--- src/rtl/cwf_pkg.sv ---
// Package for the comment and whitespace filter.
// Holds the one-hot scanner mode type, the character constants,
// and the request structs shared by the step logic, result queue and top level.
package cwf_pkg;

    localparam int unsigned BYTE_W        = 8;
    localparam int unsigned QUEUE_DEPTH_D = 4;

    localparam logic [BYTE_W-1:0] CH_QUOTE     = 8'h22;
    localparam logic [BYTE_W-1:0] CH_BACKSLASH = 8'h5C;
    localparam logic [BYTE_W-1:0] CH_APOS      = 8'h27;
    localparam logic [BYTE_W-1:0] CH_SLASH     = 8'h2F;
    localparam logic [BYTE_W-1:0] CH_STAR      = 8'h2A;
    localparam logic [BYTE_W-1:0] CH_LF        = 8'h0A;
    localparam logic [BYTE_W-1:0] CH_CR        = 8'h0D;
    localparam logic [BYTE_W-1:0] CH_TAB       = 8'h09;
    localparam logic [BYTE_W-1:0] CH_SPACE     = 8'h20;

    typedef enum logic [6:0] {
        MODE_NORMAL = 7'b0000001,
        MODE_STRING = 7'b0000010,
        MODE_RUN    = 7'b0000100,
        MODE_SLASH  = 7'b0001000,
        MODE_LINE   = 7'b0010000,
        MODE_BLOCK  = 7'b0100000,
        MODE_STAR   = 7'b1000000
    } mode_t;

    typedef struct packed {
        mode_t             mode;
        logic              resume_in_run;
        logic [BYTE_W-1:0] previous_byte;
    } scan_state_t;

    typedef struct packed {
        logic [BYTE_W-1:0] out_byte;
        logic              last_of_run;
    } result_t;

    typedef struct packed {
        logic [1:0] count;
        result_t    item1;
        result_t    item0;
    } push_req_t;

    function automatic logic is_space_byte(input logic [BYTE_W-1:0] b);
        return (b == CH_SPACE) || (b == CH_TAB) || (b == CH_CR) || (b == CH_LF);
    endfunction

endpackage

--- src/rtl/cwf_step.sv ---
// Per-byte scanner step for the comment and whitespace filter.
// Pure combinational: current state plus one input byte gives the next
// state and up to two result bytes. Depends on cwf_pkg.
module cwf_step
    import cwf_pkg::*;
(
    input  scan_state_t       state_cur,
    input  logic [BYTE_W-1:0] in_byte,
    input  logic              stream_end,
    output scan_state_t       state_next,
    output push_req_t         push
);

    logic              plain_emit;
    logic [BYTE_W-1:0] plain_byte;
    mode_t             plain_mode;
    logic              b_space;

    always_comb begin
        b_space    = is_space_byte(in_byte);
        plain_emit = 1'b1;
        plain_byte = in_byte;
        plain_mode = MODE_NORMAL;
        if (in_byte == CH_QUOTE) begin
            plain_mode = (state_cur.previous_byte != CH_APOS) ? MODE_STRING : MODE_NORMAL;
        end else if (in_byte == CH_SLASH) begin
            plain_emit = 1'b0;
            plain_mode = MODE_SLASH;
        end else if (b_space) begin
            plain_byte = CH_SPACE;
            plain_mode = MODE_RUN;
        end
    end

    logic [BYTE_W-1:0] out_arr [2];
    logic [1:0]        n;
    mode_t             mode_n;
    logic              resume_n;

    always_comb begin
        out_arr[0] = '0;
        out_arr[1] = '0;
        n          = 2'd0;
        mode_n     = state_cur.mode;
        resume_n   = state_cur.resume_in_run;

        case (state_cur.mode)
            MODE_STRING: begin
                out_arr[n[0]] = in_byte;
                n = n + 2'd1;
                if (in_byte == CH_QUOTE && state_cur.previous_byte != CH_BACKSLASH) begin
                    mode_n = MODE_NORMAL;
                end
            end
            MODE_RUN: begin
                if (b_space) begin
                    mode_n = MODE_RUN;
                end else if (in_byte == CH_SLASH) begin
                    mode_n   = MODE_SLASH;
                    resume_n = 1'b1;
                end else begin
                    if (plain_emit) begin
                        out_arr[n[0]] = plain_byte;
                        n = n + 2'd1;
                    end
                    mode_n = plain_mode;
                end
            end
            MODE_SLASH: begin
                if (in_byte == CH_SLASH) begin
                    mode_n = MODE_LINE;
                end else if (in_byte == CH_STAR) begin
                    mode_n = MODE_BLOCK;
                end else begin
                    out_arr[n[0]] = CH_SLASH;
                    n = n + 2'd1;
                    resume_n = 1'b0;
                    if (plain_emit) begin
                        out_arr[n[0]] = plain_byte;
                        n = n + 2'd1;
                    end
                    mode_n = plain_mode;
                end
            end
            MODE_LINE: begin
                if (in_byte == CH_LF) begin
                    mode_n   = state_cur.resume_in_run ? MODE_RUN : MODE_NORMAL;
                    resume_n = 1'b0;
                end
            end
            MODE_BLOCK: begin
                if (in_byte == CH_STAR) begin
                    mode_n = MODE_STAR;
                end
            end
            MODE_STAR: begin
                if (in_byte == CH_SLASH) begin
                    mode_n   = state_cur.resume_in_run ? MODE_RUN : MODE_NORMAL;
                    resume_n = 1'b0;
                end else if (in_byte != CH_STAR) begin
                    mode_n = MODE_BLOCK;
                end
            end
            default: begin
                if (plain_emit) begin
                    out_arr[n[0]] = plain_byte;
                    n = n + 2'd1;
                end
                if (in_byte == CH_SLASH) begin
                    resume_n = 1'b0;
                end
                mode_n = plain_mode;
            end
        endcase

        // flush a held slash and return to reset state
        if (stream_end) begin
            if (mode_n == MODE_SLASH) begin
                out_arr[n[0]] = CH_SLASH;
                n = n + 2'd1;
            end
            state_next.mode          = MODE_NORMAL;
            state_next.resume_in_run = 1'b0;
            state_next.previous_byte = '0;
        end else begin
            state_next.mode          = mode_n;
            state_next.resume_in_run = resume_n;
            state_next.previous_byte = in_byte;
        end

        push.count             = n;
        push.item0.out_byte    = out_arr[0];
        push.item0.last_of_run = (n == 2'd1);
        push.item1.out_byte    = out_arr[1];
        push.item1.last_of_run = 1'b1;
    end

endmodule

--- src/rtl/cwf_out_queue.sv ---
// Result queue for the comment and whitespace filter.
// Takes up to two results per cycle and releases one per cycle on the
// master stream side while m_ready is high. Depends on cwf_pkg.
module cwf_out_queue
    import cwf_pkg::*;
#(
    parameter int unsigned QUEUE_DEPTH = QUEUE_DEPTH_D
) (
    input  logic                              aclk,
    input  logic                              aresetn,
    input  push_req_t                         push,
    output logic                              room,
    output logic [$clog2(QUEUE_DEPTH+1)-1:0]  level,
    output logic                              m_valid,
    output result_t                           m_item,
    input  logic                              m_ready
);

    localparam int unsigned PTR_W = (QUEUE_DEPTH > 1) ? $clog2(QUEUE_DEPTH) : 1;
    localparam int unsigned CNT_W = $clog2(QUEUE_DEPTH + 1);
    localparam logic [PTR_W-1:0] PTR_LAST = PTR_W'(QUEUE_DEPTH - 1);

    result_t           entry_reg [QUEUE_DEPTH];
    logic [PTR_W-1:0]  head_reg, head_next;
    logic [PTR_W-1:0]  tail_reg, tail_next;
    logic [PTR_W-1:0]  tail_plus1;
    logic [CNT_W-1:0]  count_reg, count_next;
    logic              pop;

    assign pop        = m_valid && m_ready;
    assign m_valid    = (count_reg != '0);
    assign m_item     = entry_reg[head_reg];
    assign room       = (count_reg <= CNT_W'(QUEUE_DEPTH - 2));
    assign level      = count_reg;
    assign tail_plus1 = (tail_reg == PTR_LAST) ? '0 : tail_reg + PTR_W'(1);

    always_comb begin
        head_next = head_reg;
        if (pop) begin
            head_next = (head_reg == PTR_LAST) ? '0 : head_reg + PTR_W'(1);
        end
        case (push.count)
            2'd1:    tail_next = tail_plus1;
            2'd2:    tail_next = (tail_plus1 == PTR_LAST) ? '0 : tail_plus1 + PTR_W'(1);
            default: tail_next = tail_reg;
        endcase
        count_next = count_reg + CNT_W'(push.count) - CNT_W'(pop);
    end

    always_ff @(posedge aclk) begin
        if (!aresetn) begin
            head_reg  <= '0;
            tail_reg  <= '0;
            count_reg <= '0;
        end else begin
            head_reg  <= head_next;
            tail_reg  <= tail_next;
            count_reg <= count_next;
        end
    end

    always_ff @(posedge aclk) begin
        if (push.count != 2'd0) begin
            entry_reg[tail_reg] <= push.item0;
        end
        if (push.count == 2'd2) begin
            entry_reg[tail_plus1] <= push.item1;
        end
    end

endmodule

--- src/rtl/c_comment_whitespace_filter.sv ---
// Top level of the C comment stripper with whitespace collapse.
// Holds the scanner state registers; instantiates cwf_step and cwf_out_queue.
// Depends on cwf_pkg.
//
//  channel  | dir | tdata          | tlast        | tuser
//  ---------+-----+----------------+--------------+------
//  s_axis   | in  | [7:0] in_byte  | stream_end   | -
//  m_axis   | out | [7:0] out_byte | last_of_run  | -
//
// One request per cycle is taken while the result queue has room for two
// results; results are registered in the queue and leave it one per cycle
// while m_axis_tready is high. A request with two results needs two transfers,
// so the queue depth and the master side rate set the sustained input rate.
// Reset (aresetn low, synchronous) clears scanner state and empties the queue.
// A stall on m_axis backs up into s_axis_tready once the queue fills.
module c_comment_whitespace_filter
    import cwf_pkg::*;
#(
    parameter int unsigned QUEUE_DEPTH = QUEUE_DEPTH_D
) (
    input  logic              aclk,
    input  logic              aresetn,
    input  logic              s_axis_tvalid,
    output logic              s_axis_tready,
    input  logic [BYTE_W-1:0] s_axis_tdata,   // [7:0] in_byte
    input  logic              s_axis_tlast,   // stream_end
    output logic              m_axis_tvalid,
    input  logic              m_axis_tready,
    output logic [BYTE_W-1:0] m_axis_tdata,   // [7:0] out_byte
    output logic              m_axis_tlast    // last_of_run
);

    scan_state_t state_reg, state_next, step_next;
    push_req_t   step_push, push;
    result_t     q_item;
    logic        q_room;
    logic        accept;
    logic [$clog2(QUEUE_DEPTH+1)-1:0] q_level;

    assign s_axis_tready = q_room;
    assign accept        = s_axis_tvalid && s_axis_tready;

    cwf_step u_step (
        .state_cur  (state_reg),
        .in_byte    (s_axis_tdata),
        .stream_end (s_axis_tlast),
        .state_next (step_next),
        .push       (step_push)
    );

    always_comb begin
        state_next = state_reg;
        push       = '0;
        if (accept) begin
            state_next = step_next;
            push       = step_push;
        end
    end

    always_ff @(posedge aclk) begin
        if (!aresetn) begin
            state_reg.mode          <= MODE_NORMAL;
            state_reg.resume_in_run <= 1'b0;
            state_reg.previous_byte <= '0;
        end else begin
            state_reg <= state_next;
        end
    end

    cwf_out_queue #(
        .QUEUE_DEPTH (QUEUE_DEPTH)
    ) u_out_queue (
        .aclk    (aclk),
        .aresetn (aresetn),
        .push    (push),
        .room    (q_room),
        .level   (q_level),
        .m_valid (m_axis_tvalid),
        .m_item  (q_item),
        .m_ready (m_axis_tready)
    );

    assign m_axis_tdata = q_item.out_byte;
    assign m_axis_tlast = q_item.last_of_run;

    a_level_bound: assert property (@(posedge aclk) disable iff (!aresetn)
        q_level <= ($clog2(QUEUE_DEPTH+1))'(QUEUE_DEPTH))
        else $error("result queue overflow");

    a_end_resets: assert property (@(posedge aclk) disable iff (!aresetn)
        accept && s_axis_tlast |=> state_reg.mode == MODE_NORMAL &&
            !state_reg.resume_in_run && state_reg.previous_byte == '0)
        else $error("scanner state not cleared after stream end");

    a_double_from_slash: assert property (@(posedge aclk) disable iff (!aresetn)
        accept && step_push.count == 2'd2 |-> state_reg.mode == MODE_SLASH)
        else $error("two results outside held slash");

    a_string_emits: assert property (@(posedge aclk) disable iff (!aresetn)
        accept && state_reg.mode == MODE_STRING |-> step_push.count != 2'd0)
        else $error("byte inside string dropped");

    a_valid_level: assert property (@(posedge aclk) disable iff (!aresetn)
        m_axis_tvalid == (q_level != '0))
        else $error("output valid disagrees with queue level");

endmodule
--- config.mk ---
export PLATFORM = sky130hd
export DESIGN_NAME = c_comment_whitespace_filter
export DESIGN_NICKNAME = d
export VERILOG_FILES = /design/src/rtl/cwf_pkg.sv /design/src/rtl/cwf_step.sv /design/src/rtl/cwf_out_queue.sv /design/src/rtl/c_comment_whitespace_filter.sv
export SDC_FILE = /design/constraint.sdc
export NUM_CORES = 1
export LEC_CHECK = 0
export CAP_MARGIN = 20
export CORE_ASPECT_RATIO = 2
export CORE_UTILIZATION = 43
export DETAILED_ROUTE_END_ITERATION = 8
export DONT_BUFFER_PORTS = 1
export MAX_ROUTING_LAYER = met4
export PLACE_DENSITY_LB_ADDON = 0.1
export SYNTH_ARGS = -nofsm -noshare
export SYNTH_HDL_FRONTEND = slang
export SYNTH_SLANG_ARGS = --single-unit
export TNS_END_PERCENT = 100
--- constraint.sdc ---
create_clock -name aclk -period 3.9 [get_ports aclk]
set_clock_uncertainty 0.2 [all_clocks]
set_input_delay 0.195 -clock aclk [delete_from_list [all_inputs] [get_ports aclk]]
set_output_delay 0.195 -clock aclk [all_outputs]
set_load 0.05 [all_outputs]
==> results of run 1 <==
==> metrics by stage <==
step                area (µm²)  total power (µW)  cells
finish                    4110              2300    473
global route              4110              2410    473
CTS                       4110              2320    473
detailed placement        3720              1520    447
global placement          3720              1510    447
floorplan                 3570              1400    355
==> worst paths after layout <==
kind	start	end	slack, ps	cells after the start
worst max-delay path	state_reg[13]	u_out_queue.entry_reg[0][1]	260	11
worst min-delay path	s_axis_tdata[5]	state_reg[5]	30	4
worst max register to register	state_reg[13]	u_out_queue.entry_reg[0][1]	260	11
worst min register to register	state_reg[2]	state_reg[2]	260	2
==> logic make-up after synthesis <==
group	share of synthesized area, %
fa+ha+maj	5.11
buf+inv	4.87
flops	44.3
xor+xnor	2.21
simple gates	19.9
compound gates	18.0
mux	5.67
==> area by class of cell <==
cell class | instances | area (µm²)
Fill cell | 738 | 3890
Tap cell | 96 | 120
Inverter | 19 | 71.3
Clock inverter | 6 | 63.8
Timing Repair Buffer | 27 | 228
Sequential cell | 61 | 1580
Clock buffer | 10 | 229
Multi-Input combinational cell | 254 | 1820
==> metal layers <==
metal | part of all wire [%] | GRT usage [%] | wire length (µm) | vias to the layer above
met5 | 0 | - | 0 | -
met4 | 7.2 | 18.4 | 703 | 0
met3 | 4.0 | 4.69 | 391 | 41
met2 | 57 | 48.7 | 5600 | 100
met1 | 32 | 21.7 | 3100 | 1355
li1 | - | - | - | 1359
==> where the power goes <==
group	leakage, µW	internal (µW)	switching (µW)
clock network	0.000140	492	281
logic	0.000871	230	450
registers	0.000540	783	58.4
==> layout by cell type (no fill, tap or decap), drive strengths merged, types with 5 or more instances in the layout <==
cell and n:
dfxtp 25, nand2 29, o21ai 14, dlygate4sd3 10, clkbuf 10, ha 13, mux4 9, a21o 13
edfxtp 36, buf 17, xnor2 8, or4 6, nor2 24, inv 19, nand3 12, nor3b 5
and2 16, nor3 11, a21oi 33
==> timing repair <==
item / 4_1_cts / 5_1_grt
endpoints found under the hold margin: 48 / 0
gates resized for setup: 0 / 1
setup endpoints to repair: 0 / 10
hold buffers: 10 / 0
==> worst max-delay path, delay by kind of cell, from the launching register on <==
kind	cells	cell delay [ps]
flops	1	400
fa+ha+maj	1	330
compound gates	5	1080
simple gates	5	1390
==> out/summary.log, run 1 <==
[setup_path] highest-delay cell along the critical path sky130_fd_sc_hd__or4b_2
[cells_and_area] final core utilization 51.4%
[setup_path] category of the worst setup path launch point flop
[timing] Final Max Tran Viols 0
[routing] DR WL/cell 20.7 µm
[clock_network] setup fix buffers added after clock tree synthesis 0
[floorplan] die width 66.5 µm
[synthesis] number of enable-type register cells in the synthesized netlist 36
[clock_network] number of sinks on the clock net 61
[pwr] power per cell area 558 mW/mm²
[cells_and_area] Post-layout nets 399
[synthesis] most instantiated library cell after synthesis sky130_fd_sc_hd__edfxtp_1
[global_routing] maximum number of pins on one net before global-route repair 23
[timing] relative slew slack 58.5%
[routing] number of antenna-violating nets in the routed design 0
[setup_path] delay contributed by the slowest stage of the critical path 680 ps
[clock_network] TritonCTS clock tree built
[timing] Post-Route Setup TNS 0 ps
[setup_path] critical path data required time 3780 ps
[floorplan] initial core utilization 44.7%
[hold_path] min-delay worst type input pin to flop
[pwr] static leakage power 0.00155 µW
[routing] initial detailed-routing violation count 247
[timing] minimum clock period after layout 3640 ps
[synthesis] sequential cell area fraction in the yosys report 44.3%
[synthesis] gate count after technology mapping 355
[global_routing] number of global-route vias before repair 2,825
[cells_and_area] layout cells sized above 1 16.2%
[place] Setup WS pre-CTS 193 ps
[synthesis] register bit total from synthesis 61
[setup_path] critical setup path kind flop to flop
[synthesis] Cell variety after synth 67
[synthesis] top cell type's share of synthesized area 30.3%
[floorplan] vertical extent of the die 131 µm
[clock_network] latest clock arrival within the worst-skew pair 330 ps
[synthesis] Netlist Area Pre-Place 0.00357 mm²
[timing] ratio of final minimum period to clock period 93.4%
[setup_path] endpoint type of the worst setup path flop
[floorplan] number of rows created at floorplan 46
[cells_and_area] area growth from synthesis to final layout 15.1%
[routing] total wire length after detailed routing 9.79 mm
[clock_network] Max H-tree Level 3
[place] routability congestion estimate from global placement 0.896
[clock_network] CTS Buf Count 9
[place] number of buffers inserted by port buffering 0
[setup_path] critical path data arrival time 3520 ps
[global_routing] antenna violations before repair 0
[timing] Setup violations, final 0
[floorplan] area of the core 0.00800 mm²
[global_routing] first-pass GRT wire length 15.1 mm
[clock_network] maximum buffer depth of the clock tree 2
[timing] setup repair after global routing missed its margin false
[cells_and_area] final antenna diode count 0
[timing] number of failing hold endpoints at the final stage 0
[synthesis] Yosys warnings 0
[synthesis] Avg Synthesized Cell Area 10.1 µm²
[routing] number of design rule violations left after detail routing 0
[timing] Fin Hold WS 26.7 ps
[global_routing] grt ovf 0
[clock_network] Clock Tree Root sky130_fd_sc_hd__clkbuf_16
[job] Max Cap Violations 0
[setup_path] cells along the critical path or4b_2 -> o311a_1 -> o32ai_1 -> nor2_1 -> nor3b_2 -> nand2b_1 -> ha_2 -> nand2_1 -> a41o_1 -> o21bai_2 -> a21o_1
[cells_and_area] number of flip-flops in the largest register 36
[synthesis] nets in the synthesized netlist 382
[pwr] largest voltage drop on the vdd net 0.000301 V
[timing] f_max 275 MHz
[synthesis] largest area contributor in the netlist sky130_fd_sc_hd__edfxtp_1
[synthesis] most frequently used flop master after synthesis sky130_fd_sc_hd__edfxtp_1
[clock_network] CTS clk-pin slew, worst paths 50 ps
[floorplan] die area 0.00870 mm²
[global_routing] total routing resource utilization after global routing 25.9%
[setup_path] crit path max fanout 14
[floorplan] count of pins on the block boundary 24
[synthesis] Post-synth top cells 36 x sky130_fd_sc_hd__edfxtp_1, 32 x sky130_fd_sc_hd__a21oi_1, 29 x sky130_fd_sc_hd__nand2_1
[routing] count of vias placed by the detailed router 2,855
[routing] average vias per placed instance 6.04
[status] outcome complete, no violations
[synthesis] biggest area contributors in the synthesized netlist sky130_fd_sc_hd__edfxtp_1 30%, sky130_fd_sc_hd__dfxtp_1 14%, sky130_fd_sc_hd__mux4_2 5.7%
[timing] measured slew at the worst slew-check pin 621 ps
[synthesis] async set-reset flop share out of synthesis 0%
[place] HPWL after detailed placement 7.22 mm
[routing] drt first pass iters 4
[timing] setup slack of the critical path after layout 259 ps
(Power assumes the default switching activity.)
==> run 2: changes to the inputs <==
ABC_AREA = 1   (was unset)
==> run 2 against run 1 <==
  * Utilization fell by 0.76 points
  * Cell count is 30% higher
  * Synthesized cell count increased by 40%
  * Highest routed layer unchanged
  * Non-clock buffer count down 9
==> out/summary.log, run 2 <==
[status] outcome complete, no violations [unchanged]
[floorplan] count of pins on the block boundary 24 [unchanged]
[floorplan] vertical extent of the die 138 µm [was 131 µm]
[pwr] Seq pwr share 32.5% [was 36.7%]
[synthesis] nets in the synthesized netlist 524 [was 382]
[routing] total wire length after detailed routing 10.6 mm [was 9.79 mm]
[synthesis] largest area contributor in the netlist sky130_fd_sc_hd__edfxtp_1 [unchanged]
[timing] measured slew at the worst slew-check pin 1070 ps [was 621 ps]
[pwr] power per cell area 568 mW/mm² [was 558 mW/mm²]
[routing] initial detailed-routing violation count 196 [was 247]
[timing] f_max 324 MHz [was 275 MHz]
[routing] DR WL/cell 17.1 µm [was 20.7 µm]
[pwr] cell-internal power 1670 µW [was 1510 µW]
[clock_network] Clock Tree Root sky130_fd_sc_hd__clkbuf_16 [unchanged]
[pwr] switching part of the total 35.8% [was 34.4%]
[cells_and_area] Post-layout nets 537 [was 399]
[synthesis] compound-gate portion of the synthesized area 13.7% [was 18.0%]
[timing] Setup violations, final 0 [unchanged]
[global_routing] grt ovf 0 [unchanged]
[routing] number of antenna-violating nets in the routed design 0 [unchanged]
[synthesis] most frequently used flop master after synthesis sky130_fd_sc_hd__edfxtp_1 [unchanged]
[clock_network] CTS clk-pin slew, worst paths 60 ps [was 50 ps]
[routing] count of vias placed by the detailed router 3,401 [was 2,855]
[synthesis] Avg Synthesized Cell Area 8.01 µm² [was 10.1 µm²]
[routing] average vias per placed instance 5.51 [was 6.04]
[timing] Final Max Tran Viols 0 [unchanged]
[setup_path] cells along the critical path nor2_1 -> nand2_2 -> inv_2 -> nand2_2 -> nand2_4 -> nor2_4 -> nand2_4 -> nand2_4 -> nand3_4 -> nand2_4 -> nand2_1 -> ha_1 -> nand2_1 -> inv_1 -> nand2_1 -> nand2_1 [was or4b_2 -> o311a_1 -> o32ai_1 -> nor2_1 -> nor3b_2 -> nand2b_1 -> ha_2 -> nand2_1 -> a41o_1 -> o21bai_2 -> a21o_1]
[clock_network] latest clock arrival within the worst-skew pair 340 ps [was 330 ps]
[hold_path] min-delay worst type input pin to flop [unchanged]
[pwr] largest voltage drop on the vdd net 0.000392 V [was 0.000301 V]
[cells_and_area] most frequent standard cell in the layout excluding fill and tap cells sky130_fd_sc_hd__nand2_1 [was sky130_fd_sc_hd__edfxtp_1]
[synthesis] main combinational cell family by area after synthesis simple AND/OR/NAND/NOR gates [unchanged]
[setup_path] critical path data arrival time 2970 ps [was 3520 ps]
[floorplan] number of rows created at floorplan 49 [was 46]
[cells_and_area] commonest non-fill, non-tap cells in the layout 117 x sky130_fd_sc_hd__nand2_1, 50 x sky130_fd_sc_hd__nand3_1, 47 x sky130_fd_sc_hd__o21ai_0 [was 36 x sky130_fd_sc_hd__edfxtp_1, 32 x sky130_fd_sc_hd__a21oi_1, 29 x sky130_fd_sc_hd__nand2_1]
[place] number of buffers inserted by port buffering 0 [unchanged]
[timing] Post-Route Setup TNS 0 ps [unchanged]
[clock_network] TritonCTS clock tree built [unchanged]
[synthesis] register bit total from synthesis 61 [unchanged]
[clock_network] number of sinks on the clock net 61 [unchanged]
[setup_path] crit path max fanout 13 [was 14]
[global_routing] first-pass GRT wire length 17.1 mm [was 15.1 mm]
[clock_network] maximum buffer depth of the clock tree 2 [unchanged]
[setup_path] critical path data required time 3780 ps [about the same]
[synthesis] number of enable-type register cells in the synthesized netlist 36 [unchanged]
[timing] minimum clock period after layout 3090 ps [was 3640 ps]
[cells_and_area] number of flip-flops in the largest register 36 [unchanged]
[synthesis] gate count after technology mapping 497 [was 355]
[synthesis] async set-reset flop share out of synthesis 0% [unchanged]
[setup_path] critical setup path kind flop to flop [unchanged]
[synthesis] Post-synth top cells 117 x sky130_fd_sc_hd__nand2_1, 50 x sky130_fd_sc_hd__nand3_1, 47 x sky130_fd_sc_hd__o21ai_0 [was 36 x sky130_fd_sc_hd__edfxtp_1, 32 x sky130_fd_sc_hd__a21oi_1, 29 x sky130_fd_sc_hd__nand2_1]
[floorplan] initial core utilization 44.2% [was 44.7%]
[clock_network] CTS Buf Count 9 [unchanged]
[synthesis] biggest area contributors in the synthesized netlist sky130_fd_sc_hd__edfxtp_1 27%, sky130_fd_sc_hd__dfxtp_1 13%, sky130_fd_sc_hd__nand2_1 11% [was sky130_fd_sc_hd__edfxtp_1 30%, sky130_fd_sc_hd__dfxtp_1 14%, sky130_fd_sc_hd__mux4_2 5.7%]
[clock_network] PostCTS Resize Cnt 0 [unchanged]
[synthesis] Yosys warnings 0 [unchanged]
[synthesis] Cell variety after synth 42 [was 67]
[synthesis] multiplexer share of the synthesized area 0% [was 5.67%]
[setup_path] highest-delay cell along the critical path sky130_fd_sc_hd__nand2_1 [was sky130_fd_sc_hd__or4b_2]
[floorplan] die area 0.00967 mm² [was 0.00870 mm²]
[global_routing] maximum number of pins on one net before global-route repair 32 [was 23]
[place] routability congestion estimate from global placement 0.994 [was 0.896]
[timing] Fin Hold WS 31.9 ps [was 26.7 ps]
[pwr] portion of total power attributed to the clock network 38.4% [was 33.7%]
[place] HPWL after detailed placement 8.34 mm [was 7.22 mm]
[clock_network] Max H-tree Level 3 [unchanged]
[timing] number of failing hold endpoints at the final stage 0 [unchanged]
[setup_path] category of the worst setup path launch point flop [unchanged]
[setup_path] endpoint type of the worst setup path flop [unchanged]
[job] Max Cap Violations 0 [unchanged]
[cells_and_area] layout cells sized above 1 14.4% [was 16.2%]
[synthesis] sequential cell area fraction in the yosys report 39.7% [was 44.3%]
[setup_path] delay contributed by the slowest stage of the critical path 380 ps [was 680 ps]
[timing] relative slew slack 29.9% [was 58.5%]
[floorplan] area of the core 0.00901 mm² [was 0.00800 mm²]
[pwr] fraction of power consumed by combinational cells 29.1% [was 29.6%]
[setup_path] Top Family by Delay on Critical Path simple AND/OR/NAND/NOR gates [unchanged]
[synthesis] most instantiated library cell after synthesis sky130_fd_sc_hd__nand2_1 [was sky130_fd_sc_hd__edfxtp_1]
[pwr] static leakage power 0.00186 µW [was 0.00155 µW]
[timing] setup repair after global routing missed its margin false [unchanged]
[routing] drt first pass iters 4 [unchanged]
[synthesis] basic-gate share of the synthesized area counting and, or, nand and nor cells 34.0% [was 19.9%]
[cells_and_area] area growth from synthesis to final layout 14.7% [was 15.1%]
[synthesis] Netlist Area Pre-Place 0.00398 mm² [was 0.00357 mm²]
[cells_and_area] final antenna diode count 0 [unchanged]
[setup_path] total buffers and inverters traversed by the critical path 2 [was 0]
[timing] ratio of final minimum period to clock period 79.2% [was 93.4%]
[synthesis] parity-gate share of the synthesized area counting xor and xnor cells 0.660% [was 2.21%]
[synthesis] share of synthesized cell area in full adder, half adder and majority cells 4.59% [was 5.11%]
[floorplan] die width 70.0 µm [was 66.5 µm]
[routing] number of design rule violations left after detail routing 0 [unchanged]
[global_routing] number of global-route vias before repair 3,430 [was 2,825]
[cells_and_area] Filler Cell Count 904 [was 738]
[synthesis] top cell type's share of synthesized area 27.2% [was 30.3%]
[pwr] switching power summed over all nets 928 µW [was 790 µW]
[global_routing] total routing resource utilization after global routing 23.7% [was 25.9%]
[global_routing] antenna violations before repair 0 [unchanged]
run 2: cell types whose count changed after synthesis, moves of 7 or more:
cell                      previous run  this run
sky130_fd_sc_hd__a21o_1             13         0
sky130_fd_sc_hd__a21oi_1            32        20
sky130_fd_sc_hd__and2_1             15         0
sky130_fd_sc_hd__inv_1              18        44
sky130_fd_sc_hd__mux4_2              9         0
sky130_fd_sc_hd__nand2_1            29       117
sky130_fd_sc_hd__nand2_4             0         7
sky130_fd_sc_hd__nand3_1            12        50
sky130_fd_sc_hd__nand4_1             3        10
sky130_fd_sc_hd__nor2_1             23        41
sky130_fd_sc_hd__nor3_1             11         4
sky130_fd_sc_hd__o21ai_0             9        47
sky130_fd_sc_hd__o22ai_1             2        10
run 2: power by group through the flow:
stage                     clock network, µW  logic [µW]  registers, µW
after global routing                   1030         833            859
final                                   995         756            843
after CTS                              1010         764            846
after detailed placement                  0         752            859
after floorplan                           0         636            830
after global placement                    0         740            856
run 2: final timing paths:
path                 start  cells past startpoint                          end  slack, ps
max reg2reg  state_reg[11]                     16  u_out_queue.entry_reg[1][6]        810
min                aresetn                      2         u_out_queue.level[1]         30
max          state_reg[11]                     16  u_out_queue.entry_reg[1][6]        810
min reg2reg   state_reg[7]                      2                 state_reg[7]        270
run 2: layer usage:
| layer | up-vias | track usage, % | wire length [µm] |
|---|---|---|---|
| met2 | 91 | 45.2 | 6180 |
| li1 | 1706 | - | - |
| met3 | 28 | 3.21 | 358 |
| met4 | 0 | 12.8 | 440 |
| met5 | - | - | 0 |
| met1 | 1576 | 21.7 | 3590 |
run 2: cells by family after synthesis:
| logic type | Yosys count |
|---|---|
| flops | 61 |
| fa+ha+maj | 14 |
| simple gates | 257 |
| xor+xnor | 3 |
| buf+inv | 71 |
| compound gates | 91 |
run 2: what timing repair did:
| item | 4_1_cts | 5_1_grt |
|---|---|---|
| setup buffers | 0 | 0 |
| endpoints found under the hold margin | 21 | 0 |
| hold buffers | 11 | 0 |
run 2: metrics by stage:
step	utilization, %	instance area (µm²)	power (µW)	worst slack [ps]	cells
CTS	50.6	4560	2620	832	617
global route	50.6	4560	2730	587	617
detailed placement	45.3	4080	1610	845	590
global placement	45.3	4080	1600	898	590
floorplan	-	3980	1470	418	497
finish	50.6	4560	2590	809	617
run 2: layout make-up:
| cell class | instances | area (µm²) | area share [%] |
|---|---|---|---|
| Inverter | 55 | 211 | 4.63 |
| Clock buffer | 9 | 225 | 4.93 |
| Clock inverter | 7 | 146 | 3.21 |
| Sequential cell | 61 | 1580 | 34.6 |
| Multi-Input combinational cell | 365 | 2110 | 46.2 |
| Timing Repair Buffer | 18 | 163 | 3.56 |
| Tap cell | 102 | 128 | 2.80 |
==> run 3: changes to the inputs <==
clock period = 2.95 ns   (was 3.9 ns; I/O delays follow)
==> run 3 against run 2 <==
  * Utilization up 1.7 points
  * Worst hold slack worse by 14 ps
  * Setup slack worse by 570 ps
  * Fmax up 14%
==> out/summary.log, run 3 (synthesis gave the netlist of run 2 again) <==
[status] outcome complete, no violations [unchanged]
[cells_and_area] area growth from synthesis to final layout 18.6% [was 14.7%]
[pwr] switching power summed over all nets 1200 µW [was 928 µW]
[timing] Post-Route Setup TNS 0 ps [unchanged]
[clock_network] TritonCTS clock tree built [unchanged]
[global_routing] total routing resource utilization after global routing 22.4% [was 23.7%]
[pwr] cell-internal power 2080 µW [was 1670 µW]
[clock_network] Max H-tree Level 3 [unchanged]
[timing] measured slew at the worst slew-check pin 585 ps [was 1070 ps]
[timing] Setup violations, final 0 [unchanged]
[floorplan] area of the core 0.00901 mm² [unchanged]
[clock_network] setup fix buffers added after clock tree synthesis 0 [unchanged]
[clock_network] CTS Buf Count 9 [unchanged]
[pwr] Seq pwr share 34.2% [was 32.5%]
[cells_and_area] most frequent standard cell in the layout excluding fill and tap cells sky130_fd_sc_hd__nand2_1 [unchanged]
[place] number of buffers inserted by port buffering 0 [unchanged]
[place] Setup WS pre-CTS 171 ps [was 845 ps]
[routing] total wire length after detailed routing 10.1 mm [was 10.6 mm]
[cells_and_area] Post-layout nets 562 [was 537]
[setup_path] category of the worst setup path launch point flop [unchanged]
[timing] f_max 368 MHz [was 324 MHz]
[cells_and_area] commonest non-fill, non-tap cells in the layout 117 x sky130_fd_sc_hd__nand2_1, 50 x sky130_fd_sc_hd__nand3_1, 44 x sky130_fd_sc_hd__inv_1 [was 117 x sky130_fd_sc_hd__nand2_1, 50 x sky130_fd_sc_hd__nand3_1, 47 x sky130_fd_sc_hd__o21ai_0]
[setup_path] crit path max fanout 10 [was 13]
[setup_path] endpoint type of the worst setup path flop [unchanged]
[job] Max Cap Violations 0 [unchanged]
[global_routing] maximum number of pins on one net before global-route repair 32 [unchanged]
[routing] number of design rule violations left after detail routing 0 [unchanged]
[floorplan] vertical extent of the die 138 µm [unchanged]
[pwr] static leakage power 0.00194 µW [was 0.00186 µW]
[timing] ratio of final minimum period to clock period 92.0% [was 79.2%]
[global_routing] antenna violations before repair 0 [unchanged]
[global_routing] number of global-route vias before repair 3,420 [was 3,430]
[pwr] fraction of power consumed by combinational cells 34.3% [was 29.1%]
[timing] number of failing hold endpoints at the final stage 0 [unchanged]
[timing] minimum clock period after layout 2720 ps [was 3090 ps]
[routing] drt first pass iters 4 [unchanged]
[setup_path] critical setup path kind flop to flop [unchanged]
[floorplan] die area 0.00967 mm² [unchanged]
[setup_path] critical path data arrival time 2580 ps [was 2970 ps]
[place] HPWL after detailed placement 8.06 mm [was 8.34 mm]
[pwr] switching part of the total 36.7% [was 35.8%]
[floorplan] count of pins on the block boundary 24 [unchanged]
[setup_path] critical path data required time 2810 ps [was 3780 ps]
[cells_and_area] Filler Cell Count 854 [was 904]
[clock_network] CTS clk-pin slew, worst paths 50 ps [was 60 ps]
[timing] Final Max Tran Viols 0 [unchanged]
[global_routing] grt ovf 0 [unchanged]
[timing] setup slack of the critical path after layout 235 ps [was 809 ps]
[floorplan] die width 70.0 µm [unchanged]
[routing] count of vias placed by the detailed router 3,508 [was 3,401]
[clock_network] number of sinks on the clock net 61 [unchanged]
[timing] setup repair after global routing missed its margin false [unchanged]
[cells_and_area] final antenna diode count 0 [unchanged]
[routing] number of antenna-violating nets in the routed design 0 [unchanged]
[global_routing] first-pass GRT wire length 16.2 mm [was 17.1 mm]
[routing] initial detailed-routing violation count 173 [was 196]
[hold_path] min-delay worst type input pin to flop [unchanged]
[routing] DR WL/cell 15.8 µm [was 17.1 µm]
[clock_network] Clock Tree Root sky130_fd_sc_hd__clkbuf_16 [unchanged]
[timing] Fin Hold WS 17.5 ps [was 31.9 ps]
[routing] average vias per placed instance 5.46 [was 5.51]
[place] routability congestion estimate from global placement 0.895 [was 0.994]
[floorplan] number of rows created at floorplan 49 [unchanged]
[cells_and_area] layout cells sized above 1 17.8% [was 14.4%]
[pwr] portion of total power attributed to the clock network 31.4% [was 38.4%]
[pwr] power per cell area 694 mW/mm² [was 568 mW/mm²]
[clock_network] maximum buffer depth of the clock tree 2 [unchanged]
[timing] relative slew slack 61.0% [was 29.9%]
[floorplan] initial core utilization 44.2% [unchanged]
[pwr] largest voltage drop on the vdd net 0.000385 V [was 0.000392 V]
[clock_network] latest clock arrival within the worst-skew pair 330 ps [was 340 ps]
[cells_and_area] number of flip-flops in the largest register 36 [unchanged]
[run 3: power by group through the flow]
| stage | Combinational [µW] | Sequential [µW] | Clock, µW |
|---|---|---|---|
| final | 1130 | 1120 | 1030 |
| after global routing | 1230 | 1140 | 1080 |
| after detailed placement | 1120 | 1140 | 0 |
| after global placement | 1110 | 1140 | 0 |
| after floorplan | 848 | 1100 | 0 |
| after CTS | 1140 | 1130 | 1060 |
[run 3: worst max-delay path, stage by stage (launching register included)]
cell	delay (ps)
sky130_fd_sc_hd__dfxtp_1	330
sky130_fd_sc_hd__nor2_1	170
sky130_fd_sc_hd__nand3_1	150
sky130_fd_sc_hd__nor2_4	190
sky130_fd_sc_hd__nor2_2	90
sky130_fd_sc_hd__nand3_2	120
sky130_fd_sc_hd__nand3_1	100
sky130_fd_sc_hd__inv_1	110
sky130_fd_sc_hd__nand2_4	60
sky130_fd_sc_hd__nand2_1	110
sky130_fd_sc_hd__ha_1	250
sky130_fd_sc_hd__nand2_1	160
sky130_fd_sc_hd__buf_4	220
sky130_fd_sc_hd__nand3_1	80
sky130_fd_sc_hd__o21ai_0	90
[run 3: layout make-up]
cell class | count | area [µm²] | share of cell area (%)
Inverter | 55 | 211 | 4.48
Tap cell | 102 | 128 | 2.70
Multi-Input combinational cell | 365 | 2130 | 45.2
Timing Repair Buffer | 43 | 373 | 7.90
Clock buffer | 11 | 243 | 5.14
Sequential cell | 61 | 1580 | 33.5
Clock inverter | 5 | 51.3 | 1.09
[run 3: routing by layer]
layer,vias up,wire [µm],global-route usage [%]
li1,1759,-,-
met3,38,338,4.37
met1,1615,3510,19.7
met5,-,0,-
met2,96,5770,42.0
met4,0,517,14.2
[run 3: final timing paths]
path	start	to	slack (ps)	depth (start not counted)
worst max-delay path	state_reg[10]	u_out_queue.entry_reg[0][7]	230	14
worst min-delay path	s_axis_tdata[1]	u_out_queue.entry_reg[2][2]	20	4
worst max register to register	state_reg[10]	u_out_queue.entry_reg[0][7]	230	14
worst min register to register	state_reg[7]	state_reg[7]	270	2
[run 3: stage by stage]
stage                     total power, µW  utilization [%]  cell area, µm²  std cells
after detailed placement             2260             47.3            4260        611
after floorplan                      1950                -            3990        497
final                                3280             52.4            4720        642
after global routing                 3460             52.4            4720        642
after CTS                            3320             52.2            4710        642
after global placement               2250             47.3            4260        611
[run 3: what timing repair did]
| action | CTS | global route |
|---|---|---|
| hold buffers | 15 | 0 |
| gates resized for setup | 0 | 3 |
| endpoints found under the hold margin | 27 | 0 |
| setup endpoints to repair | 0 | 13 |
